--- config.mk ---
export PLATFORM = sky130hd
export DESIGN_NAME = quoted_printable_decoder_unit
export DESIGN_NICKNAME = d
export VERILOG_FILES = /design/src/sv/qpd_pkg.sv /design/src/sv/qpd_step.sv /design/src/sv/quoted_printable_decoder_unit.sv
export SDC_FILE = /design/constraint.sdc
export NUM_CORES = 1
export LEC_CHECK = 0
export ABC_CLOCK_PERIOD_IN_PS = 4800
export BUFFER_PORTS_ARGS = -buffer_cell sky130_fd_sc_hd__buf_2
export CAP_MARGIN = 20
export CELL_PAD_IN_SITES_DETAIL_PLACEMENT = 1
export CELL_PAD_IN_SITES_GLOBAL_PLACEMENT = 1
export CORE_ASPECT_RATIO = 0.7
export CORE_MARGIN = 4
export CORE_UTILIZATION = 40
export CTS_BUF_LIST = sky130_fd_sc_hd__clkbuf_8
export CTS_CLUSTER_DIAMETER = 200
export CTS_CLUSTER_SIZE = 24
export DETAILED_ROUTE_END_ITERATION = 7
export PLACE_DENSITY = 0.71
export SETUP_SLACK_MARGIN = 0.1
export SYNTH_ARGS = -nofsm -noshare
export SYNTH_HDL_FRONTEND = slang
export SYNTH_HIERARCHICAL = 1
export SYNTH_SLANG_ARGS = --single-unit
export TNS_END_PERCENT = 100
--- constraint.sdc ---
create_clock -name clk -period 4.8 [get_ports clk]
set_input_delay 0 -clock clk [delete_from_list [all_inputs] [get_ports clk]]
set_output_delay 0 -clock clk [all_outputs]
set_load 0.02 [all_outputs]
--- src/sv/qpd_pkg.sv ---
// Shared types and constants for the quoted-printable decoder.
`timescale 1ns / 1ps

package qpd_pkg;

  localparam int unsigned QPD_FIFO_DEPTH = 4;

  localparam logic [7:0] CH_EQ    = 8'h3D;
  localparam logic [7:0] CH_LF    = 8'h0A;
  localparam logic [7:0] CH_CR    = 8'd13;
  localparam logic [7:0] CH_A     = 8'h41;
  localparam logic [7:0] CH_ZERO  = 8'h30;
  localparam logic [7:0] CH_NINE  = 8'h39;
  localparam logic [7:0] CH_Z     = 8'h5A;
  localparam logic [7:0] CH_LA    = 8'h61;
  localparam logic [7:0] CH_LZ    = 8'h7A;
  localparam logic [7:0] ALPHA_OFS = 8'd10;

  typedef enum logic [1:0] {
    ESC_IDLE  = 2'd0,
    ESC_EQ    = 2'd1,
    ESC_DIGIT = 2'd2
  } esc_t;

  typedef struct packed {
    logic [7:0] data;
    logic       valid;
    logic       last;
  } res_t;

  typedef struct packed {
    esc_t       esc;
    logic [7:0] held;
    logic       stopped;
  } dec_state_t;

endpackage

--- src/sv/qpd_step.sv ---
// Per-byte decode: next decoder state and up to two result entries.
`timescale 1ns / 1ps

module qpd_step (
  input  logic              qp_en,
  input  logic [7:0]        c,
  input  logic              last,
  input  qpd_pkg::dec_state_t st,
  output qpd_pkg::dec_state_t st_nxt,
  output logic [1:0]        n_res,
  output qpd_pkg::res_t     res0,
  output qpd_pkg::res_t     res1
);
  import qpd_pkg::*;

  function automatic logic is_alnum(input logic [7:0] b);
    return (b >= CH_ZERO && b <= CH_NINE) || (b >= CH_A && b <= CH_Z) ||
           (b >= CH_LA && b <= CH_LZ);
  endfunction

  function automatic logic [7:0] digit_of(input logic [7:0] b);
    return (b >= CH_A) ? (b - CH_A + ALPHA_OFS) : (b - CH_ZERO);
  endfunction

  logic [7:0] hi_dig;
  logic [7:0] hex_val;
  logic       plain;      // run the plain-byte rule on c
  logic       emit_held;  // emit the held digit before anything else

  assign hi_dig  = digit_of(st.held);
  assign hex_val = {hi_dig[3:0], 4'h0} + digit_of(c);

  always_comb begin
    st_nxt    = st;
    plain     = 1'b0;
    emit_held = 1'b0;
    n_res     = 2'd0;
    res0      = '0;
    res1      = '0;

    if (!st.stopped && c != CH_CR) begin
      if (!qp_en) begin
        st_nxt.esc = ESC_IDLE;
        plain      = 1'b1;
      end else begin
        st_nxt.esc = ESC_IDLE;
        case (st.esc)
          ESC_EQ: begin
            if (c == CH_LF) begin
              // soft line break: drop both
            end else if (is_alnum(c)) begin
              st_nxt.held = c;
              st_nxt.esc  = ESC_DIGIT;
            end else begin
              plain = 1'b1;
            end
          end
          ESC_DIGIT: begin
            if (is_alnum(c)) begin
              res0  = '{data: hex_val, valid: 1'b1, last: 1'b0};
              n_res = 2'd1;
            end else begin
              emit_held = 1'b1;
              plain     = 1'b1;
            end
          end
          default: plain = 1'b1;
        endcase
      end
    end

    if (emit_held) begin
      res0  = '{data: st.held, valid: 1'b1, last: 1'b0};
      n_res = 2'd1;
    end

    if (plain) begin
      if (c == 8'd0) begin
        st_nxt.stopped = 1'b1;
      end else if (c == CH_EQ && qp_en) begin
        st_nxt.esc = ESC_EQ;
      end else if (n_res == 2'd0) begin
        res0  = '{data: c, valid: 1'b1, last: 1'b0};
        n_res = 2'd1;
      end else begin
        res1  = '{data: c, valid: 1'b1, last: 1'b0};
        n_res = 2'd2;
      end
    end

    if (last) begin
      // flush a pending digit, including one taken on this byte
      if (!st.stopped && qp_en && st_nxt.esc == ESC_DIGIT) begin
        if (n_res == 2'd0) begin
          res0  = '{data: st_nxt.held, valid: 1'b1, last: 1'b0};
          n_res = 2'd1;
        end else if (n_res == 2'd1) begin
          res1  = '{data: st_nxt.held, valid: 1'b1, last: 1'b0};
          n_res = 2'd2;
        end
      end
      if (n_res == 2'd0) begin
        res0  = '{data: 8'd0, valid: 1'b0, last: 1'b0};
        n_res = 2'd1;
      end
      if (n_res == 2'd1) res0.last = 1'b1;
      else               res1.last = 1'b1;
      st_nxt = '{esc: ESC_IDLE, held: 8'd0, stopped: 1'b0};
    end
  end

endmodule

--- src/sv/quoted_printable_decoder_unit.sv ---
// Top level: input register, per-byte decode, result queue.
// A byte accepted into the input register is decoded from there and its results
// are pushed into the result queue, whose head is presented as the output beat.
// Throughput: one input beat per cycle while results leave at one per cycle;
// a byte with two results needs two output beats, so a run of such bytes
// stalls the input whenever the result queue holds more than two entries.
// Reset (rst_n low, synchronous): qp_enable off, no escape pending,
// input register and result queue empty.
`timescale 1ns / 1ps

module quoted_printable_decoder_unit (
  input  logic       clk,
  input  logic       rst_n,
  input  logic       cfg_valid,
  output logic       cfg_ready,
  input  logic       cfg_data,      // qp_enable
  input  logic       in_tvalid,
  output logic       in_tready,
  input  logic [7:0] in_tdata,      // [7:0] data_byte
  input  logic       in_tlast,      // last_byte
  output logic       out_tvalid,
  input  logic       out_tready,
  output logic [7:0] out_tdata,     // [7:0] out_byte
  output logic       out_tuser,     // out_valid
  output logic       out_tlast      // out_last
);
  import qpd_pkg::*;

  localparam int unsigned FIFO_DEPTH = QPD_FIFO_DEPTH;
  localparam int unsigned PTR_W = (FIFO_DEPTH > 1) ? $clog2(FIFO_DEPTH) : 1;
  localparam int unsigned CNT_W = $clog2(FIFO_DEPTH + 1);

  logic             qp_en_r;
  logic             s1_v_r;
  logic [7:0]       s1_byte_r;
  logic             s1_last_r;
  dec_state_t       st_r, st_nxt;
  logic [1:0]       n_res;
  res_t             res0, res1;
  res_t             q_r [FIFO_DEPTH];
  logic [PTR_W-1:0] wr_r, rd_r;
  logic [CNT_W-1:0] cnt_r;
  logic             room, s1_adv, pop;
  logic [1:0]       push_n;

  assign cfg_ready = 1'b1;

  always_ff @(posedge clk) begin
    if (!rst_n) qp_en_r <= 1'b0;
    else if (cfg_valid) qp_en_r <= cfg_data;
  end

  assign room      = cnt_r <= CNT_W'(FIFO_DEPTH - 2);
  assign s1_adv    = s1_v_r && room;
  assign in_tready = !s1_v_r || s1_adv;

  always_ff @(posedge clk) begin
    if (!rst_n) begin
      s1_v_r <= 1'b0;
    end else if (in_tready) begin
      s1_v_r <= in_tvalid;
    end
  end

  always_ff @(posedge clk) begin
    if (in_tready && in_tvalid) begin
      s1_byte_r <= in_tdata;
      s1_last_r <= in_tlast;
    end
  end

  qpd_step u_step (
    .qp_en  (qp_en_r),
    .c      (s1_byte_r),
    .last   (s1_last_r),
    .st     (st_r),
    .st_nxt (st_nxt),
    .n_res  (n_res),
    .res0   (res0),
    .res1   (res1)
  );

  always_ff @(posedge clk) begin
    if (!rst_n) begin
      st_r <= '{esc: ESC_IDLE, held: 8'd0, stopped: 1'b0};
    end else if (s1_adv) begin
      st_r <= st_nxt;
    end
  end

  // result queue: push up to two entries, pop one
  assign pop    = out_tvalid && out_tready;
  assign push_n = s1_adv ? n_res : 2'd0;

  always_ff @(posedge clk) begin
    if (push_n != 2'd0) q_r[wr_r] <= res0;
    if (push_n == 2'd2) q_r[wr_r + PTR_W'(1)] <= res1;
  end

  always_ff @(posedge clk) begin
    if (!rst_n) begin
      wr_r  <= '0;
      rd_r  <= '0;
      cnt_r <= '0;
    end else begin
      wr_r  <= wr_r + PTR_W'(push_n);
      if (pop) rd_r <= rd_r + PTR_W'(1);
      cnt_r <= cnt_r + CNT_W'(push_n) - CNT_W'(pop);
    end
  end

  assign out_tvalid = cnt_r != '0;
  assign out_tdata  = q_r[rd_r].data;
  assign out_tuser  = q_r[rd_r].valid;
  assign out_tlast  = q_r[rd_r].last;

endmodule

### Word level (Yosys, flattened, before mapping)

Memory sizes are Yosys's and may differ from the RTL's. A register that Yosys moved wholly into a read port is not among the register bits.
Index checks and enable logic that the tools add are counted.

* shift operators: 0
* $mul: 0
* equality and inequality tests: 9
* magnitude comparators: 8
* add/subtract/negate cells: 12
* reductions and logical operators: 24
* bitwise operators: 0
* divide/modulo/power cells: 0
* mux-type cells: 68

Operators by type and width (count)
* $mux W10: 25
* $mux W2: 22
* $ge A8 B7 Y1 const B: 3
* $le A8 B7 Y1 const B: 2
* $mux W1: 16
* $mux W8: 2
* $mux W11: 1
* $logic_and A1 B1 Y1: 10
* $add A8 B4 Y8 const B: 1
* $add A8 B8 Y8: 1
* $eq A8 B4 Y1 const B: 1
* $eq A8 B6 Y1 const B: 1
* $ge A8 B6 Y1 const B: 1
* $le A8 B6 Y1 const B: 1
* $logic_not A8 Y1: 1
* $ne A8 B4 Y1 const B: 1
* $sub A4 B1 Y4 const B: 2
* $sub A8 B6 Y8 const B: 1
* $sub A8 B7 Y8 const B: 1
* $eq A2 B1 Y1 const B: 3
* $eq A2 B2 Y1 const B: 3
* $logic_not A2 Y1: 3
* $reduce_bool A2 Y1: 3
* $add A2 B1 Y2 const B: 2
* other kinds (11): 14

* output and inout port bits: 13
* ROM bits: 0
* register bits: 29
* bits in writable memories: 40
* bits in latches: 0
* memories kept: 1
* logic and storage cells: 132

Memory list
* q_r: depth 4, bits a word 10, read ports 1, clocked after memory_dff 1, wr ports 2, line quoted_printable_decoder_unit.sv:40 `res_t q_r [FIFO_DEPTH];`

### Longest topological paths before layout

* depth after elaboration: 27
* gate-level depth with buffers: 24
* mapped depth without buffers: 23

### By module

Netlist, hierarchy kept.

Modules (own cells, without submodules)
* quoted_printable_decoder_unit: area each 3256.9 um^2, instances 1, cells an instance 227
* qpd_step: area each 1696.6 um^2, instances 1, cells an instance 231

### Worst setup path before layout

Ideal clock, no wire load.

* path kind: flip-flop to flip-flop
* start point: register s1_byte_r[1]
* end point: register cnt_r[2]
* stages on the path, launching flop included: 23
* data arrival time: 4.031 ns
* slack: 0.654 ns
* library setup time: 0.115 ns
* cells stage by stage: edfxtp_1 buf_6 inv_1 ha_1 o21bai_1 a31oi_2 a22o_4 o21ai_1 nand4_1 nand2_1 inv_1 ha_1 a31oi_1 and3_1 inv_1 ha_1 inv_1 ha_1 inv_1 fa_1 xor2_1 xnor2_1 and2_1

* longest elaborated chain between the ends: 26
* elaborated cells on any way between the ends: 58
* those cells by class: add/sub (2); order compare (6); eq/ne (5); mux (33); reduce/logical (12)

Ends and longest elaborated chain
* start: declaration: line quoted_printable_decoder_unit.sv:35 `logic [7:0] s1_byte_r;`
* start signal: assignment: line quoted_printable_decoder_unit.sv:67 `s1_byte_r <= in_tdata;`
* $ge A8 B6 Y1, or another cell as far along: line qpd_step.sv:17 `return (b >= CH_ZERO && b <= CH_NINE) || (b >= CH_A && b <= CH_Z) ||`
* $logic_and A1 B1 Y1: line qpd_step.sv:17
* $logic_or A1 B1 Y1 (2 in series): line qpd_step.sv:17
* $mux W1, on equally long branches: line qpd_step.sv:59, qpd_step.sv:51
* $mux W2 / $mux W1 (equally long branches): line qpd_step.sv:47 `case (st.esc)`
* $mux W2 / $mux W1 (equally long branches): line qpd_step.sv:42 `if (!qp_en) begin`
* $mux W2 / $mux W1 (equally long branches): line qpd_step.sv:41 `if (!st.stopped && c != CH_CR) begin`
* $mux W2: line qpd_step.sv:72 `if (emit_held) begin`
* [10 not listed]
* $logic_not A2 Y1: line qpd_step.sv:102 `if (n_res == 2'd0) begin`
* $mux W2: line qpd_step.sv:102
* $mux W2: line qpd_step.sv:91 `if (last) begin`
* $mux W2 (*): line qpd_step.sv:91
* net n_res[0]: line quoted_printable_decoder_unit.sv:38 `logic [1:0] n_res;`
* $mux W2 (*): line quoted_printable_decoder_unit.sv:93 `assign push_n = s1_adv ? n_res : 2'd0;`
* $add A3 B2 Y3 (*): line quoted_printable_decoder_unit.sv:108 `cnt_r <= cnt_r + CNT_W'(push_n) - CNT_W'(pop);`
* $sub A3 B1 Y3 (*): line quoted_printable_decoder_unit.sv:108
* end signal: assignment: line quoted_printable_decoder_unit.sv:108
* end: declaration: line quoted_printable_decoder_unit.sv:42 `logic [CNT_W-1:0] cnt_r;`

Mark *: on every way through the listed nets, which the timed path passes. The rest lies on a longest branch. The select of a mux whose other input is x is not followed.
A chain may end at the register's enable or synchronous reset.

### Worst setup path after layout

* start point: register s1_byte_r[5]
* end point: register cnt_r[2]

The elaborated chain is that of the path after synthesis.

==> flow_metrics.py <==
metrics = {
    "yosys": {
        "synth_flop_cell": "edfxtp_1",
        "yosys_register_bits": 71,
        "ys.warnings.count": 6,
        "synth_nets": 499,
        "synth_top_area_cell": "edfxtp_1",
        "synth.area.top_cells": "edfxtp_1, dfxtp_1, mux2_2",
        "synth.avg_cell_area_um2": 10.8,
        "yosysTopAreaCellShare": 0.297,
        "synthesis.area_um2": 4950,
        "synth.top_cells.by_count": "edfxtp_1, mux2_2, nor2_1, nand2_1, a21oi_1",
        "ys_seq_area_frac": 0.386,
        "yosys.cell_count.top_type": "edfxtp_1",
        "synth_cell_types": 77,
        "synth_edf_count": 49,
        "synthCells": 458,
        "synthArstFlopShare": 0,
    },
    "setup_path": {
        "path_class": "register to register",
        "reg2reg_slack_ps": 460,
        "r2r-end": "cnt_r[2]",
        "required_ps": 5050,
        "worstRegToRegCells": 22,
        "arrival_ps": 4590,
        "critPathLaunchType": "register",
        "r2r-start": "s1_byte_r[5]",
        "setup.worst_path.end_class": "register",
        "crit_fanout": 6,
        "crit_start": "s1_byte_r[5]",
    },
    "clock_network": {
        "cts_tree": "done",
        "clk_pin_slew_ps": 80,
        "worstSkewPairLatency_ps": 360,
        "clock_path_buffers": 2,
        "cts_sinks": 71,
        "htreeDepth": 3,
        "cts_root_buf": "clkbuf_8",
        "numCtsBuffers": 9,
    },
    "global_routing": {
        "grt_pass1_wl_mm": 22.8,
        "antenna_found_initial": 0,
        "met3_usage": 0.0346,
        "grt_busiest_layer": "met2",
        "grt_use_total": 0.207,
        "grt_max_degree": 22,
        "grt_overflow_total": 0,
        "first_global_vias": 4021,
        "grt_util_met2": 0.321,
        "met1_usage": 0.305,
    },
    "sta": {
        "slew_headroom": 0.413,
        "slew_viol_final": 0,
        "timing.final.crit_period_ps": 4340,
        "fin_worst_skew_ps": 9.96,
        "worst_pin_slew_ps": 880,
        "setup_viol": 0,
        "max_freq_ghz": 0.230,
        "fin_crit_sh": 0.905,
        "final-hold-violation-count": 0,
        "finalSetupTns_ps": 0,
        "rsz0062_at_grt": "false",
    },
    "floorplanning": {
        "num_io_pins": 28,
        "initial_core_util": 0.417,
        "die_w_um": 141,
        "die_h_um": 101,
        "core_area_um2": 11900,
        "rows": 33,
        "die_area_um2": 14300,
    },
    "place": {
        "routabilityCongestion": 0.887,
        "numPortBuffers": 26,
        "place_area_um2": 5240,
        "dpl.cell_count": 631,
        "dp_hpwl_mm": 10.0,
    },
    "power": {
        "finalPower_uw": 1790,
        "p_sw_frac": 0.338,
        "pwr-share-seq": 0.439,
        "pwr-share-comb": 0.286,
        "intPower_uw": 1180,
        "leakage_uw": 0.00213,
        "power_switching_uw": 605,
        "clkPwrFrac": 0.275,
        "vdd_drop_max_v": 0.000246,
        "power_density_nw_per_um2": 313,
    },
    "detailed_routing": {
        "viasPerCell": 5.79,
        "drc": 0,
        "drt_first_iter_violations": 332,
        "wl_per_cell_um": 20.8,
        "drt-total-wl_mm": 14.0,
        "first_pass_iters": 5,
        "antenna_left": 0,
        "vias": 3901,
    },
    "finish": {
        "drive_gt1_frac": 0.300,
        "fin_area_um2": 5710,
        "syn_to_final_growth_pct": 15.3,
        "antenna_cells_inserted": 0,
        "layout.nets": 553,
        "post_layout_nonfiller_instances": 674,
    },
    "job": {
        "max_cap_viol_count": 0,
    },
    "min_path": {
        "hp-class": "primary input to register",
        "min_path_cells": 4,
        "whs_endpoint": "rd_r[1]",
        "worstHoldStart": "out_tready",
    },
    "status": {
        "status": "complete, no violations",
    },
}
[cell usage in the layout, fill, tap and decap left out, types with 4 or more instances in the layout]
cell           Yosys  final
or3_1              4      4
dlygate4sd3_1      0     13
xnor2_1           11     11
nand2_1           31     31
a21oi_1           30     30
mux2_4            10     10
inv_1             22     21
a211oi_1           8      8
edfxtp_1          49     49
nand3_1           18     18
nor2b_1            9      8
buf_4              2     27
nor2_1            33     33
xor2_1             4      4
o21ai_0           18     18
a22o_1             6      6
nor3_1             5      5
mux4_2            10     10
nand2b_1           5      5
mux2_2            34     34
buf_2              2     26
o21ai_2            3      4
ha_1              24     24
clkbuf_8           0      9
dfxtp_1           22     22
and2_1             5      5
[registers in the layout, indices dropped and copies added (netlist names), named ones only]
register and cells:
cnt_r 3, qp_en_r 1, wr_r 2, rd_r 2
s1_v_r 1, st_r 11, s1_last_r 1, s1_byte_r 8
q_r 40
[through the flow]
step / worst slack, ps / hold slack, ps / utilization
after floorplan: 654 / 98.9 / -
after global placement: 434 / 177 / 0.441
after detailed placement: 212 / 181 / 0.441
after CTS: 155 / 114 / 0.468
after global routing: 135 / 157 / 0.480
final: 456 / 106 / 0.480
[routing by layer]
metal / vias up / share of wire / routed length [um]
li1: 1828 / - / -
met1: 1966 / 0.49 / 6880
met2: 93 / 0.45 / 6370
met3: 14 / 0.046 / 652
met4: 0 / 0.0088 / 123
met5: - / 0 / 0
[area by class of cell]
type	count	area (um2)
clock buffer	9	124
multi-input combinational	341	2860
clock inverter	7	72.6
inverter	23	86.3
tap	157	196
fill	1316	6180
timing repair buffer	66	463
sequential	71	1910
[what timing repair did]
action,4_1_cts,5_1_grt
endpoints found under the hold margin,15,0
hold buffers,13,0
gates resized for setup,0,7
setup endpoints to repair,0,32
buffers inserted,0,14
[cell families (layout without fill, tap and decap cells)]
logic type	Yosys count	in the layout	synth area share
AOI/OAI and AO/OA	108	108	0.166
xor gates and xnor gates	16	16	0.0311
adders and majority gates	26	26	0.0687
muxes	59	59	0.166
and+or+nand+nor	131	131	0.137
other	1	1	0.000757
DFF	71	71	0.386
buffers and inverters	46	105	0.0447
[power groups by stage]
stage | logic, uW | clock network, uW | registers [uW]
6_report | 511 | 492 | 784
5_1_grt | 560 | 535 | 794
4_1_cts | 491 | 505 | 793
3_5_place_dp | 479 | 0 | 807
3_3_place_gp | 470 | 0 | 804
2_1_floorplan | 389 | 0 | 749
[worst max-delay path, cell delays in order (launching register included)]
cell	delay [ps]
edfxtp_1	480
inv_2	170
ha_1	240
nand2_2	130
nor3_2	140
or2_2	150
inv_1	110
ha_1	310
nand4_1	100
nand2_1	150
inv_1	80
ha_1	350
a31oi_4	250
and3_1	210
inv_1	50
ha_1	260
inv_1	60
ha_1	130
inv_1	50
fa_1	380
xor2_1	160
xnor2_1	120
and2_1	150
[worst max path at each step]
stage | endpoint | depth (start not counted) | slack [ps]
CTS | cnt_r[2] | 23 | 150
finish | cnt_r[2] | 22 | 460
floorplan | cnt_r[2] | 22 | 650
detailed placement | cnt_r[2] | 23 | 210
global placement | cnt_r[2] | 20 | 430
global route | cnt_r[2] | 22 | 140
(Power assumes the default switching activity.)
